==> config.mk <==
export PLATFORM = sky130hd
export DESIGN_NAME = lsmt_mul
export DESIGN_NICKNAME = d
export VERILOG_FILES = /design/src/rtl/lsmt_mul.sv
export SDC_FILE = /design/constraint.sdc
export NUM_CORES = 1
export LEC_CHECK = 0
export BUFFER_PORTS_ARGS = -buffer_cell sky130_fd_sc_hd__buf_2
export CORE_MARGIN = 2
export CORE_UTILIZATION = 60
export DETAILED_ROUTE_END_ITERATION = 16
export MAX_ROUTING_LAYER = met4
export PLACE_DENSITY = 0.84
export RECOVER_POWER = 100
export SKIP_LAST_GASP = 1
export SYNTH_ARGS = -nofsm -noshare
export SYNTH_HDL_FRONTEND = slang
export SYNTH_SLANG_ARGS = --single-unit
==> constraint.sdc <==
create_clock -name aclk -period 7.65 [get_ports aclk]
set_input_delay 0.3825 -clock aclk [delete_from_list [all_inputs] [get_ports aclk]]
set_output_delay 0.3825 -clock aclk [all_outputs]
set_load 0.01 [all_outputs]
==> src/rtl/lsmt_mul.sv <==
`default_nettype none
// ----------------------------------------------------------------------------
// lsmt_mul
// Registered W x W multiplier, loaded on enable. Shared by the multiple
// address (i * p) and the totient update (phi * p or phi * (p - 1)).
// ----------------------------------------------------------------------------
module lsmt_mul #(
    parameter int W = 17
) (
    input  wire logic           aclk,
    input  wire logic           en,
    input  wire logic [W-1:0]   a,
    input  wire logic [W-1:0]   b,
    output logic      [2*W-1:0] prod
);

    logic [2*W-1:0] prod_reg;

    always_ff @(posedge aclk) begin
        if (en) begin
            prod_reg <= a * b;
        end
    end

    assign prod = prod_reg;

endmodule
`default_nettype wire

==> results.md <==
* Vias in the first global route at 8232
* Post-Synth XOR/XNOR Area at 2.21%
* Critical Path End Type: register
* IO Count at 70
* Port bufs at 69
* Critical Path AT at 6520 ps
* Most common cell after layout, fill and taps aside: inv_1
* Post-synth EDFFs at 34
* Number of synthesized register bits at 34
* CTS resizes at 0
* Type of the worst setup path: in -> reg
* Number of synthesis warnings at 0
* Core Area at 17400 µm²
* Detailed-route via count at 8083
* Failing checks: max-capacitance violations, max-slew violations
* Number of flip-flops in the largest register at 34
* WL final at 24600 µm
* Total track usage at 28.2%
* Worst-path clk slew at 60 ps
* Post-synthesis compound-gate area fraction at 5.50%
* Async SR Flop Fraction at 0%
* Routed wire length per instance at 17.0 µm
* Slew @ Worst Pin at 1860 ps
* Sequential area share after synthesis at 9.52%
* Placer Congestion at 0.992
* TritonCTS Buffers at 5
* Largest family of logic cells by synthesized area: adder cells
* Post-synth top area share at 41.8%
* Most frequent cells in the layout: inv_1 (289), fa_1 (224), nand2_1 (193)
* Mux cell area share after synthesis at 0.105%
* Die X at 138 µm
* Fmax at 154 MHz
* Final ANT Viol Nets at 0
* Hold-fix buffers, CTS at 0
* Slew Viols, Final at 35
* Sinks on Clock Net at 34
* Data required, critical path at 7670 ps
* Startpoint Class: input port
* Status: finished, violations left
* 1st-iter DRT viols at 531
* Row cnt at 48
* Worst slew margin at -23.7%
* Cells after Synth at 1182
* Total nets after synthesis at 1550
* First-pass GRT wire length at 39400 µm
* Synthesized area at 10700 µm²
* Top_reg_cell synth: edfxtp_1
* Post-layout minimum cycle time at 6500 ps
* ANT cells at 0
* Residual DRC at 0
* First-pass detailed-route iteration total at 5
* Final setup fails at 0
* Final nets at 1584
* Period Utilization, post-route at 84.9%
* Synth area leader: fa_1
* RSZ-0062 raised after global routing: no
* Via density at 5.61
* Synth Area in Adders at 54.4%
* Avg Synthesized Cell Area at 9.07 µm²
* Share of cells above drive strength 1 at 3.62%
* Grt total ovfl at 0
* Largest net degree at the start of global routing at 35
* CTS Buffer Depth at 2
* Synth unique cells at 47
* Area delta synth->final at 5.57%
* CTS tree: yes
* Initial antenna violation count at 0
* CTS root buffer: clkbuf_16
* Chip height at 138 µm
* H-tree depth at 2
* Post-CTS Setup Bufs at 0
* Starting Density at 61.8%
* Final hold violations at 0
* Simple-Gate Fraction of Synth Area at 16.7%
* Crit Path Max Fanout at 17
* Top cells by area, synth: fa_1 (42%), ha_1 (13%), inv_1 (10%)
* Worst hold path class: in -> reg
* HPWL after DPL at 19800 µm
* Maxcap violations at 1
* Setup_tns at 0 ps
* Die footprint at 19000 µm²
## final cells by class
class	instances	area, µm²
clock buffer	5	125
sequential	34	1020
tap	225	282
inverter	289	1080
fill	1397	6040
multi-input combinational	817	8440
timing repair buffer	69	299
clock inverter	3	68.8
## final timing paths
kind	from	end	slack, ps	cells past startpoint
setup / recovery	a[3]	prod[27]$_DFFE_PP_	1150	17
hold / removal	a[0]	prod[0]$_DFFE_PP_	670	2
## cell usage after synthesis, drive strengths merged, types with 4 or more instances
| cell type | count |
|---|---|
| a21o | 6 |
| a21oi | 30 |
| and2 | 128 |
| clkbuf | 42 |
| edfxtp | 34 |
| fa | 224 |
| ha | 108 |
| inv | 289 |
| nand2 | 193 |
| nand3 | 10 |
| nand4 | 8 |
| nor2 | 13 |
| nor3 | 4 |
| o211ai | 4 |
| o21a | 5 |
| o21ai | 15 |
| xnor2 | 18 |
| xor2 | 9 |
## cell families after synthesis
group,Yosys count
AOI/OAI and AO/OA,87
adders and majority gates,332
and+or+nand+nor,370
DFF,34
muxes,1
buffers and inverters,331
xor gates and xnor gates,27
## metal layers
layer  GRT usage, %  up-vias  routed length [µm]
li1               -     3604                   -
met1           33.6     4094                9220
met3           3.64       72                1490
met4           9.91        0                 943
met5              -        -                   0
met2           49.3      313               12900
## per-stage QoR
step / hold WS (ps) / utilization [%] / setup WS, ps / std cells / instance area [µm²]
2_1_floorplan: 495 / - / 2010 / 1182 / 10700
3_3_place_gp: 792 / 64.5 / 1470 / 1434 / 11200
3_5_place_dp: 792 / 64.5 / 1380 / 1434 / 11200
4_1_cts: 660 / 65.6 / 1640 / 1442 / 11400
5_1_grt: 689 / 65.2 / 885 / 1442 / 11300
6_report: 673 / 65.2 / 1150 / 1442 / 11300
## worst max-delay path, cell delays in order
cell and delay (ps):
clkbuf_1 680, and2_0 260, fa_1 440, fa_1 450, ha_1 220, fa_1 490, fa_1 560, inv_1 60
fa_1 500, inv_1 50, ha_1 370, a2111oi_0 460, o21ai_0 330, a221oi_1 640, o31a_1 320, o221ai_1 140
xor2_1 180
Power is not shown: default switching activity piles up to over one toggle a cycle in this logic, so the estimate is an artifact.
