File: src/rtl/lsmt_pkg.sv
`default_nettype none
// ----------------------------------------------------------------------------
// lsmt_pkg
// Shared constants and types for the streaming linear sieve (Moebius/totient).
// ----------------------------------------------------------------------------
package lsmt_pkg;

    localparam int MAX_VALUE_DEF  = 65536;
    localparam int MAX_PRIMES_DEF = 6542;

    // port field widths
    localparam int NUM_W  = 17;
    localparam int TOT_W  = 16;
    localparam int MU_W   = 2;
    localparam int MERT_W = 10;

    localparam int MERT_CAP    = 256;
    localparam int LIMIT_CAP   = 2**NUM_W - 1;   // largest value the limit register holds
    localparam int LIMIT_RESET = 65536;

    // status from the remainder unit
    typedef struct packed {
        logic done;
        logic divisible;
    } div_stat_t;

endpackage
`default_nettype wire

File: src/rtl/lsmt_div.sv
`default_nettype none
// ----------------------------------------------------------------------------
// lsmt_div
// Bit-serial restoring remainder unit. One quotient bit per cycle;
// reports whether the divisor divides the dividend exactly.
// ----------------------------------------------------------------------------
module lsmt_div #(
    parameter int W = 17
) (
    input  wire logic              aclk,
    input  wire logic              aresetn,
    input  wire logic              start,
    input  wire logic [W-1:0]      dividend,
    input  wire logic [W-1:0]      divisor,
    output lsmt_pkg::div_stat_t    stat
);

    localparam int CW = $clog2(W + 1);

    logic [W-1:0]  rem_reg;
    logic [W-1:0]  num_reg;
    logic [W-1:0]  dsor_reg;
    logic [CW-1:0] cnt_reg;
    logic          busy_reg;
    logic          done_reg;

    logic [W:0]    trial;
    logic          trial_ge;
    logic [W-1:0]  rem_next;

    always_comb begin
        trial    = {rem_reg, num_reg[W-1]};
        trial_ge = trial >= {1'b0, dsor_reg};
        // remainder stays below the divisor, so it fits W bits
        rem_next = trial_ge ? W'(trial - {1'b0, dsor_reg}) : trial[W-1:0];
    end

    always_ff @(posedge aclk) begin
        if (!aresetn) begin
            busy_reg <= 1'b0;
            done_reg <= 1'b0;
            cnt_reg  <= '0;
        end else begin
            done_reg <= 1'b0;
            if (start) begin
                busy_reg <= 1'b1;
                cnt_reg  <= CW'(W);
            end else if (busy_reg) begin
                cnt_reg <= cnt_reg - CW'(1);
                if (cnt_reg == CW'(1)) begin
                    busy_reg <= 1'b0;
                    done_reg <= 1'b1;
                end
            end
        end
    end

    always_ff @(posedge aclk) begin
        if (start) begin
            rem_reg  <= '0;
            num_reg  <= dividend;
            dsor_reg <= divisor;
        end else if (busy_reg) begin
            rem_reg <= rem_next;
            num_reg <= {num_reg[W-2:0], 1'b0};
        end
    end

    assign stat.done      = done_reg;
    assign stat.divisible = (rem_reg == '0);

endmodule
`default_nettype wire

File: config.mk
export PLATFORM = sky130hd
export DESIGN_NAME = lsmt_div
export DESIGN_NICKNAME = d
export VERILOG_FILES = /design/src/rtl/lsmt_pkg.sv /design/src/rtl/lsmt_div.sv
export SDC_FILE = /design/constraint.sdc
export NUM_CORES = 1
export LEC_CHECK = 0
export BUFFER_PORTS_ARGS = -buffer_cell sky130_fd_sc_hd__buf_2
export CORE_AREA = 2 2 60 119
export DETAILED_ROUTE_END_ITERATION = 12
export DIE_AREA = 0 0 62 121
export PLACE_DENSITY = 0.72
export SLEW_MARGIN = 20
export SYNTH_ARGS = -nofsm -noshare
export SYNTH_HDL_FRONTEND = slang
export SYNTH_SLANG_ARGS = --single-unit
File: constraint.sdc
create_clock -name aclk -period 2.7 [get_ports aclk]
set_input_delay 0.27 -clock aclk [delete_from_list [all_inputs] [get_ports aclk]]
set_output_delay 0.27 -clock aclk [all_outputs]
set_load 0.1 [all_outputs]
==> run_results.csv <==
group,metric,value,unit
layout,nNetsFinal,436,
logic_synthesis,ys.flop_type,"edfxtp_1",
detailed_routing,first_pass_iters,4,
sta,fin_tns_setup,0,ns
sta,tightest_slew,0.7827,ns
logic_synthesis,async_reset_ff_frac,0,
sta,fmax,0.3903,GHz
detailed_routing,ant_nets,0,
setup_path,crit_type,"reg2reg",
layout,syn2layout_area_growth,19.19,%
cts,cts_buffer_depth,2,
logic_synthesis,syn_inst,333,
setup_path,start_kind,"flip-flop",
sta,rsz0062_at_grt,"no",
detailed_routing,routed_via_density,5.811,
floorplanning,die_area,0.007502,mm2
logic_synthesis,synth_edf_count,34,
sta,finalMaxSlewViolations,0,
detailed_routing,drtIter0Drc,123,
logic_synthesis,syn-num-nets,390,
min_path,hold_class,"in2reg",
place,dp_hpwl,5.740,mm
grt,grt_pass1_vias,2746,
flow_run,maxCapViolations,0,
layout,diodes,0,
logic_synthesis,syn_area,0.003312,mm2
sta,clock_skew,0.005901,ns
sta,fin_crit_sh,0.9489,
grt,grt_first_pass_wirelength,12.18,mm
cts,clock_latency,0.33,ns
setup_path,end_kind,"flip-flop",
grt,grt_antenna_before_repair,0,
sta,setup_viol,0,
cts,clk_pin_slew,0.05,ns
sta,hold_viol,0,
detailed_routing,drt-wirelength-per-cell,16.35,um
detailed_routing,wl,7.716,mm
cts,hold_buffers,0,
cts,cts_tree,"built",
power_and_ir_drop,vdd_drop_max,514.3,uV
logic_synthesis,yosysWarningCount,0,
logic_synthesis,yosysSeqAreaShare,0.4533,
setup_path,r2r_start,"num_reg[16]$_DFFE_PP_",
floorplanning,fp-row-count,42,
logic_synthesis,synth_seq_cells,58,
cts,cts-htree-levels,3,
detailed_routing,remaining_drc_errors,0,
floorplanning,coreArea,0.006569,mm2
power_and_ir_drop,p_leak,1.644,nW
logic_synthesis,ys_types,58,
place,port_buffers,38,
cts,numCtsBuffers,9,
power_and_ir_drop,p_total,0.002800,W
sta,relSlewSlack,0.4769,
floorplanning,die_h,121,um
setup_path,cp_data_required_time,2.92,ns
min_path,worstHoldStart,"divisor[7]",
run_status,outcome,"complete, no violations",
floorplanning,initial_core_util,0.5042,
setup_path,startpoint,"num_reg[16]$_DFFE_PP_",
cts,cts.root.buffer_cell,"clkbuf_16",
power_and_ir_drop,p_per_area,709.4,mW/mm2
sta,fin_crit,2.562,ns
logic_synthesis,synth.avg_cell_area,9.946,um2
floorplanning,die_x,62,um
grt,grt_overflow_total,0,
floorplanning,io_pins,39,
setup_path,worst-path-max-fanout,6,
detailed_routing,vias,2743,
layout,drive_gt1_frac,0.2448,
cts,numClockSinks,58,
place,gp_congestion,0.8987,
setup_path,arrival,2.78,ns
grt,grt_max_degree,36,
grt,grt_usage,0.2246,
[where the power goes]
| part | switching, W | total (W) | internal (W) |
|---|---|---|---|
| Sequential | 0.0000527 | 0.00108 | 0.00103 |
| Combinational | 0.000366 | 0.000632 | 0.000266 |
| Clock | 0.000386 | 0.00109 | 0.000704 |
| Total | 0.000804 | 0.00280 | 0.00200 |
[timing repair]
item                                    CTS  global route
resized for setup                         0             3
buffers inserted                          0             2
endpoints found under the setup margin    0             7
[critical path, stage by stage (launching register included)]
cell and delay, ns:
edfxtp_1 0.34, inv_1 0.05, ha_2 0.18, inv_1 0.06
fa_1 0.19, a21o_1 0.19, a221oi_2 0.07, buf_4 0.15
or4_4 0.50, and3_2 0.29, a41o_1 0.25, a31o_1 0.18
[layout by cell type (no fill, tap or decap), types with 2 or more instances in the layout]
master      synthesis  final
buf_2               1     38
nand2_1            34     34
edfxtp_1           34     34
inv_1              25     25
nor2_1             24     24
dfxtp_1            24     24
a21oi_1            21     21
ha_1               19     18
mux2_2             17     17
o21ai_0            13     13
buf_4               2     11
xnor2_1             9      9
clkbuf_16           0      9
a311oi_1            9      8
nor4_1              8      7
nand4_1             7      7
nor3_1              7      7
xor2_1              6      6
nand3_1             5      5
and3_1              4      4
o31ai_1             4      4
o21a_1              3      3
a21o_1              3      3
a31oi_1             3      3
a211oi_1            2      2
a21boi_0            2      2
and2_1              2      2
a211o_1             2      2
or2_2               2      2
o311ai_1            1      2
a311oi_2            1      2
o21bai_1            2      2
clkinv_1            0      2
clkinvlp_4          0      2
[cell families after synthesis]
group / Yosys count / synth area share
mux: 17 / 0.05780
flops: 58 / 0.4533
fa+ha+maj: 20 / 0.07782
xor+xnor: 15 / 0.03967
compound gates: 78 / 0.1643
buf+inv: 41 / 0.05138
simple gates: 104 / 0.1556
[per-stage QoR]
step | instances | area [um2] | worst slack, ns | hold slack (ns) | utilization
6_report | 472 | 3948 | 0.1378 | 0.1112 | 0.6010
5_1_grt | 472 | 3948 | 0.01113 | 0.1125 | 0.6010
4_1_cts | 469 | 3916 | 0.1288 | 0.1071 | 0.5962
3_5_place_dp | 453 | 3630 | 0.1380 | 0.4481 | 0.5526
3_3_place_gp | 453 | 3630 | 0.1940 | 0.4466 | 0.5526
2_1_floorplan | 333 | 3318 | 0.05743 | 0.3689 | -
[cells in the mapped netlist, types with 2 or more instances]
library cell / n / area share
nor2_1: 24 / 0.027
a211oi_1: 2 / 0.0045
a311oi_1: 9 / 0.024
o21a_1: 3 / 0.0068
xnor2_1: 9 / 0.024
ha_1: 19 / 0.072
nand2_1: 34 / 0.039
o21ai_0: 13 / 0.020
o31ai_1: 4 / 0.0091
buf_1: 2 / 0.0023
edfxtp_1: 34 / 0.31
dfxtp_1: 24 / 0.15
a31oi_1: 3 / 0.0057
or2_2: 2 / 0.0038
nand3_1: 5 / 0.0076
buf_4: 2 / 0.0045
a21boi_0: 2 / 0.0045
a21o_1: 3 / 0.0068
a21oi_1: 21 / 0.032
xor2_1: 6 / 0.016
inv_1: 25 / 0.028
nor3_1: 7 / 0.011
and2_1: 2 / 0.0038
clkbuf_1: 10 / 0.011
a211o_1: 2 / 0.0053
nor4_1: 8 / 0.015
mux2_2: 17 / 0.058
o21bai_1: 2 / 0.0045
nand4_1: 7 / 0.013
and3_1: 4 / 0.0076
[layer usage]
metal | share of wire | global-route usage | vias to the layer above | wire, um
met3 | 0.042 | 0.04797 | 31 | 327
met4 | 0.050 | 0.1423 | 0 | 388
met2 | 0.54 | 0.3874 | 83 | 4152
met1 | 0.37 | 0.2276 | 1304 | 2846
met5 | 0 | 0 | - | 0
li1 | - | - | 1325 | -
[area by class of cell]
type	count	area, um2
clock buffer	10	229.0
multi-input combinational	235	1663
clock inverter	6	57.56
fill	549	2621
sequential	58	1501
timing repair buffer	50	292.8
inverter	25	93.84
tap	88	110.1
[worst paths after layout]
check        slack [ns]  cells after the start                       end
max reg2reg        0.14                     11  rem_reg[15]$_SDFFE_PP0P_
max                0.14                     11  rem_reg[15]$_SDFFE_PP0P_
min reg2reg        0.50                      2   cnt_reg[1]$_SDFFE_PP0P_
min                0.11                      1     dsor_reg[7]$_DFFE_PP_
Power figures use the tool's default switching activity.
